==> src/rtl/sats_pkg.sv <==
// ----------------------------------------------------------------------------
// sats_pkg: shared types and constants of the sector aligned transfer splitter
// Holds the request, command, configuration and plan records, the status
// and register index codes, and the fixed sizing constants.
// ----------------------------------------------------------------------------
package sats_pkg;

  // Sizing constants
  localparam int unsigned BOUNCE_BYTES = 4096;
  localparam int unsigned MAX_PIECES   = 64;
  localparam int unsigned PIECE_W      = $clog2(MAX_PIECES + 1);
  localparam int unsigned QUEUE_DEPTH  = 2;
  localparam int unsigned SS_W         = 13;
  localparam int unsigned BOUNCE_W     = $clog2(BOUNCE_BYTES + 1);
  localparam int unsigned CMP_W        = (BOUNCE_W > SS_W) ? BOUNCE_W : SS_W;
  localparam int unsigned PROD_W       = 32 + PIECE_W;
  localparam int unsigned CFG_IDX_W    = 2;

  // Result status codes
  localparam logic [1:0] STATUS_OK       = 2'd0;
  localparam logic [1:0] STATUS_INVALID  = 2'd1;
  localparam logic [1:0] STATUS_TOO_MANY = 2'd2;

  // Configuration register indexes
  localparam logic [CFG_IDX_W-1:0] CFG_SECTOR_BYTES = 2'd0;
  localparam logic [CFG_IDX_W-1:0] CFG_MAX_TRANSFER = 2'd1;
  localparam logic [CFG_IDX_W-1:0] CFG_CAPACITY     = 2'd2;

  typedef struct packed {
    logic        mode;
    logic [63:0] start_offset;
    logic [31:0] byte_length;
  } req_t;

  typedef struct packed {
    logic [1:0]  status;
    logic        via_bounce;
    logic        is_write;
    logic [63:0] device_offset;
    logic [31:0] device_bytes;
    logic [31:0] buffer_offset;
    logic [11:0] bounce_start;
    logic [31:0] copy_bytes;
    logic        last;
  } cmd_t;

  typedef struct packed {
    logic [SS_W-1:0] sector_bytes;
    logic [31:0]     max_transfer;
    logic [63:0]     capacity;
  } cfg_t;

  // One classified request, handed from the front to the back
  typedef struct packed {
    logic [1:0]      status;
    logic            mode;
    logic [SS_W-1:0] sector_bytes;
    logic [SS_W-1:0] sec_off;
    logic            has_head;
    logic [SS_W-1:0] head_cnt;
    logic [63:0]     head_off;
    logic [63:0]     mid_off;
    logic [31:0]     direct_len;
    logic [31:0]     chunk;
    logic [SS_W-1:0] tail_cnt;
  } plan_t;

endpackage

==> src/rtl/sats_stream_if.sv <==
// ----------------------------------------------------------------------------
// sats_stream_if: valid/ready channel
// Carries one payload record per transfer; the source drives valid and data,
// the sink drives ready.
// ----------------------------------------------------------------------------
interface sats_stream_if #(
  parameter type payload_t = logic
);
  logic     valid;
  logic     ready;
  payload_t data;

  modport source (output valid, output data, input ready);
  modport sink (input valid, input data, output ready);
endinterface

==> src/rtl/sector_aligned_transfer_splitter.sv <==
// ----------------------------------------------------------------------------
// sector_aligned_transfer_splitter: byte-range request to device commands
// Splits a read or write byte range into head and tail bounce-sector
// commands and capped whole-sector direct commands.
//
//   channel  dir  transfer                       payload
//   req_i    in   one request                    mode, start_offset, byte_length
//   cmd_o    out  one command or error result    status ... last
//   cfg      in   one register write (cfg_we_i)  cfg_idx_i, cfg_data_i
//
// A valid request passes the front in order: accept, check, radix-4
// remainders (32 steps, then a look to see them finish), plan, size, push.
// The back loads a plan, then issues one command per cycle while cmd_o is
// not stalled; the front works on the next request while the back walks.
// Async active-low reset empties the queue; 512-byte sector, no cap, no capacity.
// A stalled cmd_o holds the back; the queue then fills and holds the front.
// ----------------------------------------------------------------------------
module sector_aligned_transfer_splitter (
  input  logic                           clk_i,
  input  logic                           rst_ni,
  input  logic                           cfg_we_i,
  input  logic [sats_pkg::CFG_IDX_W-1:0] cfg_idx_i,
  input  logic [63:0]                    cfg_data_i,
  sats_stream_if.sink                    req_i,
  sats_stream_if.source                  cmd_o
);
  import sats_pkg::*;

  cfg_t  cfg_q;
  plan_t q_wdata;
  plan_t q_rdata;
  logic  q_push;
  logic  q_full;
  logic  q_pop;
  logic  q_empty;
  logic  req_ready;
  logic  cmd_valid;
  cmd_t  cmd_data;

  // Write configuration registers
  always_ff @(posedge clk_i or negedge rst_ni) begin
    if (!rst_ni) begin
      cfg_q.sector_bytes <= SS_W'(512);
      cfg_q.max_transfer <= 32'd0;
      cfg_q.capacity     <= 64'd0;
    end else if (cfg_we_i) begin
      case (cfg_idx_i)
        CFG_SECTOR_BYTES: cfg_q.sector_bytes <= cfg_data_i[SS_W-1:0];
        CFG_MAX_TRANSFER: cfg_q.max_transfer <= cfg_data_i[31:0];
        CFG_CAPACITY:     cfg_q.capacity     <= cfg_data_i;
        default: begin
        end
      endcase
    end
  end

  sats_front u_front (
    .clk_i       (clk_i),
    .rst_ni      (rst_ni),
    .cfg_i       (cfg_q),
    .req_valid_i (req_i.valid),
    .req_ready_o (req_ready),
    .req_i       (req_i.data),
    .push_o      (q_push),
    .full_i      (q_full),
    .plan_o      (q_wdata)
  );

  sats_fifo u_fifo (
    .clk_i   (clk_i),
    .rst_ni  (rst_ni),
    .push_i  (q_push),
    .wdata_i (q_wdata),
    .full_o  (q_full),
    .pop_i   (q_pop),
    .empty_o (q_empty),
    .rdata_o (q_rdata)
  );

  sats_back u_back (
    .clk_i       (clk_i),
    .rst_ni      (rst_ni),
    .empty_i     (q_empty),
    .plan_i      (q_rdata),
    .pop_o       (q_pop),
    .cmd_valid_o (cmd_valid),
    .cmd_ready_i (cmd_o.ready),
    .cmd_o       (cmd_data)
  );

  assign req_i.ready = req_ready;
  assign cmd_o.valid = cmd_valid;
  assign cmd_o.data  = cmd_data;

`ifndef ASSERT_OFF
  a_no_push_full: assert property (@(posedge clk_i) disable iff (!rst_ni)
    q_push |-> !q_full)
    else $error("plan pushed while queue full");

  a_error_last: assert property (@(posedge clk_i) disable iff (!rst_ni)
    (cmd_valid && (cmd_data.status != STATUS_OK)) |-> cmd_data.last)
    else $error("error result without last");

  a_bounce_copy: assert property (@(posedge clk_i) disable iff (!rst_ni)
    (cmd_valid && (cmd_data.status == STATUS_OK) && cmd_data.via_bounce) |->
    ((cmd_data.copy_bytes != 32'd0) && (cmd_data.copy_bytes <= cmd_data.device_bytes)))
    else $error("bounce copy outside the sector");

  a_direct_whole: assert property (@(posedge clk_i) disable iff (!rst_ni)
    (cmd_valid && (cmd_data.status == STATUS_OK) && !cmd_data.via_bounce) |->
    ((cmd_data.copy_bytes == cmd_data.device_bytes) && (cmd_data.bounce_start == 12'd0)))
    else $error("direct command not whole");
`endif

endmodule

==> src/rtl/sats_rem.sv <==
// ----------------------------------------------------------------------------
// sats_rem: radix-4 remainder unit
// Reduces a 64-bit dividend modulo a 13-bit divisor, two dividend bits per
// cycle over 32 steps after a start pulse.
// ----------------------------------------------------------------------------
module sats_rem (
  input  logic                      clk_i,
  input  logic                      rst_ni,
  input  logic                      start_i,
  input  logic [sats_pkg::SS_W-1:0] divisor_i,
  input  logic [63:0]               dividend_i,
  output logic                      busy_o,
  output logic [sats_pkg::SS_W-1:0] rem_o
);
  import sats_pkg::*;

  localparam int unsigned STEPS = 32;
  localparam int unsigned CNT_W = $clog2(STEPS);

  logic             busy_q;
  logic [CNT_W-1:0] cnt_q;
  logic [63:0]      dvd_q;
  logic [SS_W-1:0]  dsr_q;
  logic [SS_W-1:0]  r_q;

  // One restoring step: shift in a bit, subtract the divisor if it fits
  function automatic logic [SS_W-1:0] rem_step(logic [SS_W-1:0] r, logic b,
                                               logic [SS_W-1:0] d);
    logic [SS_W:0] t;
    t = {r, b};
    if (t >= {1'b0, d}) begin
      t = t - {1'b0, d};
    end
    return t[SS_W-1:0];
  endfunction

  // Sequence the steps
  always_ff @(posedge clk_i or negedge rst_ni) begin
    if (!rst_ni) begin
      busy_q <= 1'b0;
      cnt_q  <= '0;
    end else if (start_i) begin
      busy_q <= 1'b1;
      cnt_q  <= '0;
    end else if (busy_q) begin
      cnt_q <= cnt_q + CNT_W'(1);
      if (cnt_q == CNT_W'(STEPS - 1)) begin
        busy_q <= 1'b0;
      end
    end
  end

  // Shift the dividend through two steps per cycle
  always_ff @(posedge clk_i) begin
    if (start_i) begin
      dvd_q <= dividend_i;
      dsr_q <= divisor_i;
      r_q   <= '0;
    end else if (busy_q) begin
      r_q   <= rem_step(rem_step(r_q, dvd_q[63], dsr_q), dvd_q[62], dsr_q);
      dvd_q <= {dvd_q[61:0], 2'b00};
    end
  end

  assign busy_o = busy_q;
  assign rem_o  = r_q;

endmodule

==> src/rtl/sats_front.sv <==
// ----------------------------------------------------------------------------
// sats_front: request intake and classification
// Checks a request, takes the start offset, length and transfer cap modulo
// the sector size, sizes the head, direct and tail pieces, checks the piece
// budget and pushes one plan into the queue.
// ----------------------------------------------------------------------------
module sats_front (
  input  logic            clk_i,
  input  logic            rst_ni,
  input  sats_pkg::cfg_t  cfg_i,
  input  logic            req_valid_i,
  output logic            req_ready_o,
  input  sats_pkg::req_t  req_i,
  output logic            push_o,
  input  logic            full_i,
  output sats_pkg::plan_t plan_o
);
  import sats_pkg::*;

  localparam logic [2:0] F_IDLE  = 3'd0;
  localparam logic [2:0] F_CHECK = 3'd1;
  localparam logic [2:0] F_DIV   = 3'd2;
  localparam logic [2:0] F_PLAN  = 3'd3;
  localparam logic [2:0] F_SIZE  = 3'd4;
  localparam logic [2:0] F_PUSH  = 3'd5;

  logic [2:0] state_q, state_d;

  req_t              req_q;
  logic              invalid_q;
  logic [SS_W-1:0]   within_q;
  logic              has_head_q;
  logic [SS_W-1:0]   head_cnt_q;
  logic [SS_W-1:0]   tail_q;
  logic [63:0]       head_off_q;
  logic [31:0]       chunk_q;
  logic [PIECE_W-1:0] k_q;
  logic [31:0]       direct_len_q;
  logic [63:0]       mid_off_q;
  logic [PROD_W-1:0] prod_q;

  logic [SS_W-1:0] ss;
  logic [64:0]     end_sum;
  logic            bad;
  logic            rem_start;
  logic            rem_busy;
  logic [SS_W-1:0] sec_off;
  logic [SS_W-1:0] len_mod;
  logic [SS_W-1:0] mt_mod;
  logic [SS_W-1:0] gap;
  logic            len_small;
  logic            has_head;
  logic            head_all;
  logic [SS_W-1:0] head_cnt;
  logic [SS_W:0]   tail_sum;
  logic [SS_W-1:0] tail_red;
  logic [SS_W-1:0] tail;
  logic [31:0]     chunk;
  logic [PIECE_W-1:0] k;
  logic            too_many;
  logic [1:0]      status;

  assign ss = cfg_i.sector_bytes;

  // Screen the request
  assign end_sum = {1'b0, req_q.start_offset} + 65'(req_q.byte_length);
  assign bad = (req_q.byte_length == 32'd0) || (ss == '0) ||
               (CMP_W'(ss) > CMP_W'(BOUNCE_BYTES)) || end_sum[64] ||
               (end_sum[63:0] > cfg_i.capacity);
  assign rem_start = (state_q == F_CHECK) && !bad;

  // Remainders of offset, length and transfer cap, run side by side
  sats_rem u_rem_off (
    .clk_i      (clk_i),
    .rst_ni     (rst_ni),
    .start_i    (rem_start),
    .divisor_i  (ss),
    .dividend_i (req_q.start_offset),
    .busy_o     (rem_busy),
    .rem_o      (sec_off)
  );

  sats_rem u_rem_len (
    .clk_i      (clk_i),
    .rst_ni     (rst_ni),
    .start_i    (rem_start),
    .divisor_i  (ss),
    .dividend_i ({32'd0, req_q.byte_length}),
    .busy_o     (),
    .rem_o      (len_mod)
  );

  sats_rem u_rem_mt (
    .clk_i      (clk_i),
    .rst_ni     (rst_ni),
    .start_i    (rem_start),
    .divisor_i  (ss),
    .dividend_i ({32'd0, cfg_i.max_transfer}),
    .busy_o     (),
    .rem_o      (mt_mod)
  );

  // Size the head and tail pieces and the direct chunk
  always_comb begin
    gap       = ss - sec_off;
    len_small = req_q.byte_length < 32'(ss);
    has_head  = (sec_off != '0) || len_small;
    head_all  = (sec_off != '0) ? (req_q.byte_length <= 32'(gap)) : len_small;
    if (!has_head) begin
      head_cnt = '0;
    end else if ((sec_off != '0) && !head_all) begin
      head_cnt = gap;
    end else begin
      head_cnt = req_q.byte_length[SS_W-1:0];
    end
    tail_sum = {1'b0, len_mod} + {1'b0, sec_off};
    if (tail_sum >= {1'b0, ss}) begin
      tail_red = SS_W'(tail_sum - {1'b0, ss});
    end else begin
      tail_red = tail_sum[SS_W-1:0];
    end
    tail = head_all ? '0 : tail_red;
    if (cfg_i.max_transfer == 32'd0) begin
      chunk = 32'd0;
    end else if (cfg_i.max_transfer < 32'(ss)) begin
      chunk = 32'(ss);
    end else begin
      chunk = cfg_i.max_transfer - 32'(mt_mod);
    end
    k = PIECE_W'(MAX_PIECES) - PIECE_W'(has_head) - PIECE_W'(tail != '0);
  end

  // Direct pieces exceed the budget when the span is longer than k chunks
  assign too_many = (chunk_q != 32'd0) && (PROD_W'(direct_len_q) > prod_q);
  assign status   = invalid_q ? STATUS_INVALID :
                    (too_many ? STATUS_TOO_MANY : STATUS_OK);

  // Sequence the front
  always_comb begin
    state_d = state_q;
    case (state_q)
      F_IDLE: begin
        if (req_valid_i) begin
          state_d = F_CHECK;
        end
      end
      F_CHECK: begin
        state_d = bad ? F_PUSH : F_DIV;
      end
      F_DIV: begin
        if (!rem_busy) begin
          state_d = F_PLAN;
        end
      end
      F_PLAN: begin
        state_d = F_SIZE;
      end
      F_SIZE: begin
        state_d = F_PUSH;
      end
      F_PUSH: begin
        if (!full_i) begin
          state_d = F_IDLE;
        end
      end
      default: begin
        state_d = F_IDLE;
      end
    endcase
  end

  always_ff @(posedge clk_i or negedge rst_ni) begin
    if (!rst_ni) begin
      state_q <= F_IDLE;
    end else begin
      state_q <= state_d;
    end
  end

  // Hold the request and its sizes
  always_ff @(posedge clk_i) begin
    case (state_q)
      F_IDLE: begin
        if (req_valid_i) begin
          req_q <= req_i;
        end
      end
      F_CHECK: begin
        invalid_q <= bad;
      end
      F_PLAN: begin
        within_q   <= sec_off;
        has_head_q <= has_head;
        head_cnt_q <= head_cnt;
        tail_q     <= tail;
        head_off_q <= req_q.start_offset - 64'(sec_off);
        chunk_q    <= chunk;
        k_q        <= k;
      end
      F_SIZE: begin
        direct_len_q <= req_q.byte_length - 32'(head_cnt_q) - 32'(tail_q);
        mid_off_q    <= req_q.start_offset + 64'(head_cnt_q);
        prod_q       <= PROD_W'(k_q) * PROD_W'(chunk_q);
      end
      default: begin
      end
    endcase
  end

  assign req_ready_o = (state_q == F_IDLE);
  assign push_o      = (state_q == F_PUSH) && !full_i;

  always_comb begin
    plan_o              = '0;
    plan_o.status       = status;
    plan_o.mode         = req_q.mode;
    plan_o.sector_bytes = ss;
    plan_o.sec_off      = within_q;
    plan_o.has_head     = has_head_q;
    plan_o.head_cnt     = head_cnt_q;
    plan_o.head_off     = head_off_q;
    plan_o.mid_off      = mid_off_q;
    plan_o.direct_len   = direct_len_q;
    plan_o.chunk        = chunk_q;
    plan_o.tail_cnt     = tail_q;
  end

endmodule

==> src/rtl/sats_fifo.sv <==
// ----------------------------------------------------------------------------
// sats_fifo: plan queue
// Short first-in first-out queue of classified requests between the front
// and the back.
// ----------------------------------------------------------------------------
module sats_fifo (
  input  logic            clk_i,
  input  logic            rst_ni,
  input  logic            push_i,
  input  sats_pkg::plan_t wdata_i,
  output logic            full_o,
  input  logic            pop_i,
  output logic            empty_o,
  output sats_pkg::plan_t rdata_o
);
  import sats_pkg::*;

  localparam int unsigned PTR_W = (QUEUE_DEPTH > 1) ? $clog2(QUEUE_DEPTH) : 1;
  localparam int unsigned CNT_W = $clog2(QUEUE_DEPTH + 1);

  plan_t             mem_q [QUEUE_DEPTH];
  logic [PTR_W-1:0]  wr_ptr_q;
  logic [PTR_W-1:0]  rd_ptr_q;
  logic [CNT_W-1:0]  cnt_q;
  logic              do_push;
  logic              do_pop;

  assign do_push = push_i && !full_o;
  assign do_pop  = pop_i && !empty_o;

  // Advance pointers and fill count
  always_ff @(posedge clk_i or negedge rst_ni) begin
    if (!rst_ni) begin
      wr_ptr_q <= '0;
      rd_ptr_q <= '0;
      cnt_q    <= '0;
    end else begin
      if (do_push) begin
        wr_ptr_q <= (wr_ptr_q == PTR_W'(QUEUE_DEPTH - 1)) ? '0 : wr_ptr_q + PTR_W'(1);
      end
      if (do_pop) begin
        rd_ptr_q <= (rd_ptr_q == PTR_W'(QUEUE_DEPTH - 1)) ? '0 : rd_ptr_q + PTR_W'(1);
      end
      if (do_push && !do_pop) begin
        cnt_q <= cnt_q + CNT_W'(1);
      end else if (do_pop && !do_push) begin
        cnt_q <= cnt_q - CNT_W'(1);
      end
    end
  end

  // Store entries
  always_ff @(posedge clk_i) begin
    if (do_push) begin
      mem_q[wr_ptr_q] <= wdata_i;
    end
  end

  assign full_o  = (cnt_q == CNT_W'(QUEUE_DEPTH));
  assign empty_o = (cnt_q == '0);
  assign rdata_o = mem_q[rd_ptr_q];

endmodule

==> src/rtl/sats_back.sv <==
// ----------------------------------------------------------------------------
// sats_back: command issue
// Takes one plan at a time and walks it, issuing the head bounce command,
// the capped direct commands and the tail bounce command, or one error result,
// one per cycle while cmd_o is not stalled, through an output register.
// ----------------------------------------------------------------------------
module sats_back (
  input  logic            clk_i,
  input  logic            rst_ni,
  input  logic            empty_i,
  input  sats_pkg::plan_t plan_i,
  output logic            pop_o,
  output logic            cmd_valid_o,
  input  logic            cmd_ready_i,
  output sats_pkg::cmd_t  cmd_o
);
  import sats_pkg::*;

  localparam logic [2:0] B_IDLE   = 3'd0;
  localparam logic [2:0] B_HEAD   = 3'd1;
  localparam logic [2:0] B_DIRECT = 3'd2;
  localparam logic [2:0] B_TAIL   = 3'd3;
  localparam logic [2:0] B_ERROR  = 3'd4;

  logic [2:0] phase_q, phase_d;
  logic       out_valid_q;

  logic [1:0]      status_q;
  logic            mode_q;
  logic [SS_W-1:0] ss_q;
  logic [SS_W-1:0] within_q;
  logic [SS_W-1:0] head_cnt_q;
  logic [63:0]     head_off_q;
  logic [63:0]     off_q, off_d;
  logic [31:0]     dlen_q, dlen_d;
  logic [31:0]     chunk_q;
  logic [SS_W-1:0] tail_q;
  logic [31:0]     done_q, done_d;
  cmd_t            cmd_q, cmd_d;

  logic        load;
  logic        emit;
  logic [31:0] cnt;
  logic [2:0]  start_phase;

  assign load  = !out_valid_q || cmd_ready_i;
  assign emit  = (phase_q != B_IDLE) && load;
  assign pop_o = (phase_q == B_IDLE) && !empty_i;

  // Direct command size: the rest of the span or one chunk
  assign cnt = ((chunk_q == 32'd0) || (dlen_q <= chunk_q)) ? dlen_q : chunk_q;

  always_comb begin
    if (plan_i.status != STATUS_OK) begin
      start_phase = B_ERROR;
    end else if (plan_i.has_head) begin
      start_phase = B_HEAD;
    end else begin
      start_phase = B_DIRECT;
    end
  end

  // Build the next command and advance the walk
  always_comb begin
    cmd_d   = '0;
    phase_d = phase_q;
    off_d   = off_q;
    dlen_d  = dlen_q;
    done_d  = done_q;
    case (phase_q)
      B_IDLE: begin
        if (pop_o) begin
          phase_d = start_phase;
        end
      end
      B_HEAD: begin
        cmd_d.status        = STATUS_OK;
        cmd_d.via_bounce    = 1'b1;
        cmd_d.is_write      = mode_q;
        cmd_d.device_offset = head_off_q;
        cmd_d.device_bytes  = 32'(ss_q);
        cmd_d.bounce_start  = within_q[11:0];
        cmd_d.copy_bytes    = 32'(head_cnt_q);
        cmd_d.last          = (dlen_q == 32'd0) && (tail_q == '0);
        done_d              = 32'(head_cnt_q);
        if (dlen_q != 32'd0) begin
          phase_d = B_DIRECT;
        end else if (tail_q != '0) begin
          phase_d = B_TAIL;
        end else begin
          phase_d = B_IDLE;
        end
      end
      B_DIRECT: begin
        cmd_d.status        = STATUS_OK;
        cmd_d.is_write      = mode_q;
        cmd_d.device_offset = off_q;
        cmd_d.device_bytes  = cnt;
        cmd_d.buffer_offset = done_q;
        cmd_d.copy_bytes    = cnt;
        cmd_d.last          = (dlen_q == cnt) && (tail_q == '0);
        off_d               = off_q + 64'(cnt);
        done_d              = done_q + cnt;
        dlen_d              = dlen_q - cnt;
        if (dlen_q != cnt) begin
          phase_d = B_DIRECT;
        end else if (tail_q != '0) begin
          phase_d = B_TAIL;
        end else begin
          phase_d = B_IDLE;
        end
      end
      B_TAIL: begin
        cmd_d.status        = STATUS_OK;
        cmd_d.via_bounce    = 1'b1;
        cmd_d.is_write      = mode_q;
        cmd_d.device_offset = off_q;
        cmd_d.device_bytes  = 32'(ss_q);
        cmd_d.buffer_offset = done_q;
        cmd_d.copy_bytes    = 32'(tail_q);
        cmd_d.last          = 1'b1;
        phase_d             = B_IDLE;
      end
      B_ERROR: begin
        cmd_d.status = status_q;
        cmd_d.last   = 1'b1;
        phase_d      = B_IDLE;
      end
      default: begin
        phase_d = B_IDLE;
      end
    endcase
  end

  // Advance the walk and the output register
  always_ff @(posedge clk_i or negedge rst_ni) begin
    if (!rst_ni) begin
      phase_q     <= B_IDLE;
      out_valid_q <= 1'b0;
    end else begin
      if (pop_o || emit) begin
        phase_q <= phase_d;
      end
      if (emit) begin
        out_valid_q <= 1'b1;
      end else if (cmd_ready_i) begin
        out_valid_q <= 1'b0;
      end
    end
  end

  // Load a plan, then hold the command and the running position
  always_ff @(posedge clk_i) begin
    if (pop_o) begin
      status_q   <= plan_i.status;
      mode_q     <= plan_i.mode;
      ss_q       <= plan_i.sector_bytes;
      within_q   <= plan_i.sec_off;
      head_cnt_q <= plan_i.head_cnt;
      head_off_q <= plan_i.head_off;
      off_q      <= plan_i.mid_off;
      dlen_q     <= plan_i.direct_len;
      chunk_q    <= plan_i.chunk;
      tail_q     <= plan_i.tail_cnt;
      done_q     <= 32'd0;
    end else if (emit) begin
      cmd_q  <= cmd_d;
      off_q  <= off_d;
      dlen_q <= dlen_d;
      done_q <= done_d;
    end
  end

  assign cmd_valid_o = out_valid_q;
  assign cmd_o       = cmd_q;

endmodule

==> src/flat_wrapper.sv <==
// flat-port wrapper written by rule: the top's interface ports become plain ports
module sector_aligned_transfer_splitter_flat import sats_pkg::*;
  (clk_i, rst_ni, cfg_we_i, cfg_idx_i, cfg_data_i, req_i_valid, req_i_data, req_i_ready, cmd_o_valid, cmd_o_data, cmd_o_ready);
  sats_stream_if #(.payload_t(req_t)) req_i_i ();
  sats_stream_if #(.payload_t(cmd_t)) cmd_o_i ();
  input  logic clk_i;
  input  logic rst_ni;
  input  logic cfg_we_i;
  input  logic [sats_pkg::CFG_IDX_W-1:0] cfg_idx_i;
  input  logic [63:0] cfg_data_i;
  input wire logic [$bits(req_i_i.valid)-1:0] req_i_valid;
  input wire logic [$bits(req_i_i.data)-1:0] req_i_data;
  output wire logic [$bits(req_i_i.ready)-1:0] req_i_ready;
  output wire logic [$bits(cmd_o_i.valid)-1:0] cmd_o_valid;
  output wire logic [$bits(cmd_o_i.data)-1:0] cmd_o_data;
  input wire logic [$bits(cmd_o_i.ready)-1:0] cmd_o_ready;
  assign req_i_i.valid = req_i_valid;
  assign req_i_i.data = req_i_data;
  assign req_i_ready = req_i_i.ready;
  assign cmd_o_valid = cmd_o_i.valid;
  assign cmd_o_data = cmd_o_i.data;
  assign cmd_o_i.ready = cmd_o_ready;
  sector_aligned_transfer_splitter u_core (.clk_i(clk_i), .rst_ni(rst_ni), .cfg_we_i(cfg_we_i), .cfg_idx_i(cfg_idx_i), .cfg_data_i(cfg_data_i), .req_i(req_i_i), .cmd_o(cmd_o_i));
endmodule
==> config.mk <==
export PLATFORM = sky130hd
export DESIGN_NAME = sector_aligned_transfer_splitter_flat
export DESIGN_NICKNAME = d
export VERILOG_FILES = /design/src/rtl/sats_pkg.sv /design/src/rtl/sats_stream_if.sv /design/src/rtl/sector_aligned_transfer_splitter.sv /design/src/rtl/sats_rem.sv /design/src/rtl/sats_front.sv /design/src/rtl/sats_fifo.sv /design/src/rtl/sats_back.sv /design/src/flat_wrapper.sv
export SDC_FILE = /design/constraint.sdc
export NUM_CORES = 2
export LEC_CHECK = 0
export BUFFER_PORTS_ARGS = -buffer_cell sky130_fd_sc_hd__buf_2
export CORE_ASPECT_RATIO = 0.7
export CORE_UTILIZATION = 28
export CTS_CLUSTER_DIAMETER = 100
export DETAILED_ROUTE_END_ITERATION = 10
export SYNTH_ARGS = -nofsm -noshare
export SYNTH_HDL_FRONTEND = slang
export SYNTH_SLANG_ARGS = --single-unit
==> constraint.sdc <==
create_clock -name clk_i -period 41.7 [get_ports clk_i]
set_input_delay 8.34 -clock clk_i [delete_from_list [all_inputs] [get_ports clk_i]]
set_output_delay 8.34 -clock clk_i [all_outputs]
set_load 0.005 [all_outputs]
* Word-level counts from Yosys, hierarchy flattened
Memories as Yosys holds them, arrays and structs flattened.
Index checks and enable logic that the tools add are counted.
** Operators by class
- Equality and inequality tests :: 21
- Multiply operators :: 1
- Add/subtract/negate cells :: 27
- Reductions and logical operators :: 65
- Magnitude comparators :: 14
- Bitwise operators :: 1
- Multiplexer cells :: 72
** Operators with widths (number)
- 64-bit 2-to-1 mux :: 5
- 97-bit one-hot mux with 3 select lines :: 1
- 32-bit 2-to-1 mux :: 8
- 13-bit 2-to-1 mux :: 16
- 32-bit logical NOT :: 4
- 13-bit subtractor :: 8
- 14-bit by 13-bit >= comparator with 1-bit output :: 7
- 32-bit one-hot mux with 3 select lines :: 1
- 32-bit by 13-bit subtractor with 32-bit output :: 3
- 64-bit by 32-bit adder with 65-bit output :: 1
- 64-bit by 13-bit adder with 64-bit output :: 1
- 64-bit by 32-bit adder with 64-bit output :: 1
- 64-bit > comparator :: 1
- 32-bit by 13-bit < comparator with 1-bit output :: 2
- 32-bit one-hot mux with 2 select lines :: 1
- 32-bit nonzero test :: 2
- 64-bit by 13-bit subtractor with 64-bit output :: 1
- 32-bit by 39-bit > comparator with 1-bit output :: 1
- 7-bit by 32-bit multiplier with 39-bit output :: 1
- 13-bit nonzero test :: 3
- 32-bit adder :: 1
- 32-bit equality test :: 1
- 32-bit by 13-bit less-or-equal comparator with 1-bit output :: 1
- 32-bit less-or-equal comparator :: 1
- 36 further kinds :: 129
** Word-level totals
- Bits of input ports :: 168
- Bits in writable memories :: 496
- Output and inout port bits :: 179
- Flip-flop bits (word level) :: 1213
- Memories kept :: 1
- Logic and storage cells :: 261
** Memories
- u_core.u_fifo.mem_q :: words 2, width 248, rd ports 1, clocked after Yosys merged registers in 0, wr ports 1, line sats_fifo.sv:21 : plan_t mem_q [QUEUE_DEPTH];

* Longest topological paths before layout
- Depth after elaboration :: 10
- Depth in mapped cells :: 27
- Mapped depth without buffers :: 24

* Modules after synthesis
A second synthesis with hierarchy kept.
** Second synthesis, totals
- Cells, all modules :: 7353
- Area total of the unflattened synthesis :: 93219.4 µm²
** By module, submodules not included
- sats_front :: cells an instance 3104, instances 1, area each 31341.3 µm²
- sats_back :: cells an instance 1963, instances 1, area each 22743.1 µm²
- sats_fifo :: cells an instance 791, instances 1, area each 18938.2 µm²
- sats_rem at u_core.u_front.u_rem_mt ... :: cells an instance 421, instances 2, area each 5296.3 µm²
- sats_rem at u_core.u_front.u_rem_len :: cells an instance 421, instances 1, area each 5297.6 µm²
- sector_aligned_transfer_splitter :: cells an instance 232, instances 1, area each 4306.6 µm²

* Least setup slack after synthesis
OpenSTA, ideal clock, no wires.
- Path type :: register -> register
- From :: register u_core.u_front.state_q[1]
- To :: memory u_core.u_fifo.mem_q[0][0] (netlist name) (enable)
- Stages on the path, launching flop included :: 3
- Setup time :: 1.157 ns
- Slack :: 23.191 ns
- Arrival time :: 17.352 ns
- Clock period less this slack :: 18.509 ns
- Path buffers :: 0
- Cells stage by stage :: dfrtp_1 -> nand2b_1 -> nor3_1
** Between the ends
- Word-level cells in the longest chain between the ends :: 5
** RTL lines
- from (decl) :: line sats_front.sv:27 : logic [2:0] state_q, state_d;
- from (signal assigned) :: line sats_front.sv:176 : state_q <= state_d;
- 3-bit equality test :: line sats_front.sv:211 : assign push_o = (state_q == F_PUSH) && !full_i;
- 1-bit logical AND :: line sats_front.sv:211
- 1-bit logical AND :: line sats_fifo.sv:28 : assign do_push = push_i && !full_o;
- 1-bit 2-to-1 mux :: line sats_fifo.sv:54 : if (do_push) begin
- 1-bit 2-to-1 mux (not written as such) :: line sats_fifo.sv:55 : mem_q[wr_ptr_q] <= wdata_i;
- to (decl) :: line sats_fifo.sv:21
No other way between the ends.

* Worst setup path in the final report
- From :: input port cmd_o_ready
- To :: register u_core.u_back.cmd_q (netlist bit u_core.u_back.cmd_o[112]) (enable)
** Between the ends
- Word-level cells in the longest chain between the ends :: 3
** RTL lines
- from (decl) :: line flat_wrapper.sv:16 : input wire logic [$bits(cmd_o_i.ready)-1:0] cmd_o_ready;
- 1-bit logical OR :: line sats_back.sv:46 : assign load = !out_valid_q || cmd_ready_i;
- 1-bit logical AND :: line sats_back.sv:47 : assign emit = (phase_q != B_IDLE) && load;
- 2-bit AND reduction (no source line)
- to (signal assigned) :: line sats_back.sv:167 : cmd_q <= cmd_d;
- to (decl) :: line sats_back.sv:39 : cmd_t cmd_q, cmd_d;
No other way between the ends.
A chain may end at the register's enable or synchronous reset.

==> run_results.csv <==
group,metric,value,unit
global_route,largest_net_degree_at_the_start_of_global_routing,137,
logic_synthesis,post_synth.cell_area_avg,12.3,µm²
cells_and_area,drive_above_1_share,15.3,%
outcome,run_status,"finished, final reports clean",
cells_and_area,fin_nets,8434,
logic_synthesis,synth_most_common_cell,"edfxtp_1",
cells_and_area,filler_cell_count,31100,
logic_synthesis,synth_top_area_cell,"edfxtp_1",
job,drv_cap,0,
critical_path,timing.critical_path.from_type,"primary input",
clocking,clkSlewWorstSetupHoldPaths,60,ps
logic_synthesis,synth_warnings,0,
routing,avgViaCountPerCell,5.08,
routing,drt_pre_antenna_iters,8,
clocking,clock_path_buffers,4,
critical_path,worstPathRequired,42160,ps
sta,finalSetupViolCount,0,
logic_synthesis,syn_inst,7235,
clocking,cts_max_level,4,
die,dieWidth,676,µm
logic_synthesis,synth-seq-cells,1683,
critical_path,cp.buffers_inverters,4,
logic_synthesis,synth_area,0.0889,mm²
logic_synthesis,ys_seq_area_share,54.5,%
routing,num_vias,60400,
logic_synthesis,ys_async_sr_fraction,8.20,%
logic_synthesis,synth.cells.most_frequent,"edfxtp_1, ha_1, nor2_1",
global_route,grt_pass1_wl,412000,µm
sta,totalNegativeSetupSlack,0,ps
sta,layout_min_cycle_time,10590,ps
die,placeableCoreArea,0.315,mm²
hold_path,worst_hold_path_type,"register to register",
logic_synthesis,synth-main-ff-cell,"edfxtp_1",
logic_synthesis,mappedNetlistNets,8107,
sta,fin_worst_skew,73.8,ps
routing,detail_route.wl_per_cell,24.4,µm
global_route,first_global_vias,57900,
critical_path,crit_path_cell_trace,"buf_2 -> nor2b_1 -> nor2_4 -> buf_4 -> buf_4 -> buf_4",
sta,final_min_period_over_clock_period,25.4,%
clocking,cts-buffers-inserted,177,
place,place.gp.congestion,0.925,
routing,detail_route.drc_violations,0,
sta,timing_max_transition_violations_final,0,
clocking,tritoncts,"done",
cells_and_area,layout.area.seq,0.0485,mm²
clocking,worst_skew_pair.late_latency,850,ps
die,starting_density_of_the_core,28.3,%
critical_path,critical_path.endpoint_type,"register",
sta,grt_setup_unrepaired,"false",
clocking,ctsRootBufferMaster,"clkbuf_16",
clocking,cts.hold.buffers_added,0,
critical_path,worst-setup-path-type,"primary input to register",
clocking,cts_resized,0,
critical_path,arrival,11040,ps
critical_path,largest_fanout_of_any_net_on_the_critical_path,63,
logic_synthesis,yosysUniqueCellTypes,87,
global_route,grtUsageMet3,3.47,%
routing,detail-route-antenna-nets,0,
critical_path,critical-path-slowest-cell,"buf_4",
cells_and_area,areaGrowthSynthToFinish,14.3,%
place,placement.io_buffers,346,
logic_synthesis,synth_area_leaders,"edfxtp_1, ha_1, mux2_2",
logic_synthesis,synth-edff-count,1410,
sta,timing_hold_violations_final,0,
routing,drt_wl_total,290000,µm
sta,max_freq,0.0945,GHz
routing,dr.first_iter.drc_count,6852,
place,place.detailed.hpwl,219000,µm
die,dieHeight,474,µm
critical_path,path_delay_family,"buffers and inverters",
cells_and_area,multi_input_area,0.0377,mm²
die,floorplan.die_area,0.320,mm²
global_route,globalRouteMet2Util,26.2,%
sta,worst_pin_slew,1330,ps
die,pin_count,347,
die,placement_rows,172,
clocking,post_cts.repair.setup_buffers,0,
global_route,grt_overflow_total,0,
global_route,gr-usage-all-layers,17.6,%
critical_path,cell_repeated_most_along_the_worst_path,"buf_4",
logic_synthesis,yosysTopAreaCellShare,47.6,%
global_route,grt_most_used_layer,"met2",
sta,slew_headroom,11.0,%
clocking,clkSinkCount,1683,
global_route,groute.layer.met1.usage,25.9,%
global_route,grt_antenna_before_repair,89,
critical_path,crit_path_max_incr_delay,870,ps
==> cell type report <==
class                   instances  share of cell area, %
repair buffers                428                   2.34
multi-input cells            4805                   37.1
clock buffers                 206                   4.55
diodes                         10                 0.0246
flip-flops and latches       1683                   47.7
well taps                    4176                   5.14
clock inverters               109                   1.42
inverters                     467                   1.73
==> path summary, 6_finish.rpt <==
path	depth (start not counted)	end	slack (ps)	start
setup / recovery	6	u_core.u_back.cmd_o[112]	31110	cmd_o_ready
hold / removal	0	u_core.u_fifo.mem_q[1][178]	430	u_core.u_front.head_off_q[37]
setup reg to reg	24	u_core.u_front.u_rem_len.dvd_q[6]	31840	u_core.u_front.req_q[1]
hold reg to reg	0	u_core.u_fifo.mem_q[1][178]	430	u_core.u_front.head_off_q[37]
max in group asynchronous	2	u_core.cfg_q[93]	32870	rst_ni
min in group asynchronous	1	u_core.cfg_q[0]	7460	rst_ni
==> stage by stage <==
step / instances / setup slack (ps) / util, % / hold WS [ps] / cell area (µm²)
2_1_floorplan: 7235 / 23190 / - / 421 / 88900
5_1_grt: 11900 / 30950 / 32.3 / 436 / 102000
4_1_cts: 11900 / 31150 / 32.3 / 440 / 102000
6_report: 11900 / 31110 / 32.3 / 431 / 102000
3_3_place_gp: 11600 / 30300 / 30.4 / 423 / 95600
3_5_place_dp: 11600 / 30260 / 30.4 / 430 / 95600
==> kinds of logic (layout without fill, tap and decap cells) <==
kind of cell	after synthesis	in the layout	synth area share (%)
xor gates and xnor gates	464	464	4.57
DFF	1683	1683	54.5
buffers and inverters	747	1210	3.27
and+or+nand+nor	1735	1735	9.60
AOI/OAI and AO/OA	1332	1332	9.66
other	0	10	0
muxes	570	570	6.97
adders and majority gates	704	704	11.4
==> per-layer routing <==
layer,vias to the layer above,part of all wire (%)
met5,-,0.065
met1,30100,46
met3,482,8.6
met4,30,2.8
li1,27200,-
met2,2598,43
==> layout by cell type (no fill, tap or decap), drive strengths merged, types with 33 or more instances in the layout <==
cell type  synthesis  routed
nand2            352     352
o21a              55      55
nor3             138     138
nor2             526     526
mux2i            172     172
buf               65     428
dfrtp            137     137
dfxtp            135     135
a21oi            378     378
nand4             79      79
edfxtp          1410    1410
nand2b            64      64
ha               526     526
a21o             131     131
mux2             398     398
a22o              68      68
a31oi             33      33
nand3            103     103
inv              467     476
xor2             195     195
nor4              75      75
o21bai            46      46
clkbuf           215     206
xnor2            269     269
a211oi           100     100
clkinv             0      61
o21ai            271     271
nor2b            105     105
o211ai            34      34
fa               178     178
and2             105     105
and3              59      59
or3               44      44
==> flip-flops by register name, summed over array words and instances (netlist names), 32 cells and up <==
signal                          flops
u_core.u_fifo.mem_q               494
u_core.u_front.head_off_q          64
u_core.u_front.req_q               96
u_core.u_front.prod_q              39
u_core.u_back.cmd_o               158
u_core.u_back.dlen_q               32
u_core.u_front.u_rem_mt.dvd_q      64
u_core.u_back.chunk_q              32
u_core.u_front.direct_len_q        32
u_core.u_front.mid_off_q           64
u_core.u_back.head_off_q           64
u_core.u_front.u_rem_len.dvd_q     64
u_core.u_front.chunk_q             32
u_core.u_back.done_q               32
u_core.u_front.u_rem_off.dvd_q     64
u_core.u_back.off_q                64
u_core.cfg_q                      109
Power is left out: the tool's default activity adds up to more than one toggle a clock period on the data nets, which glitch-free logic cannot reach.
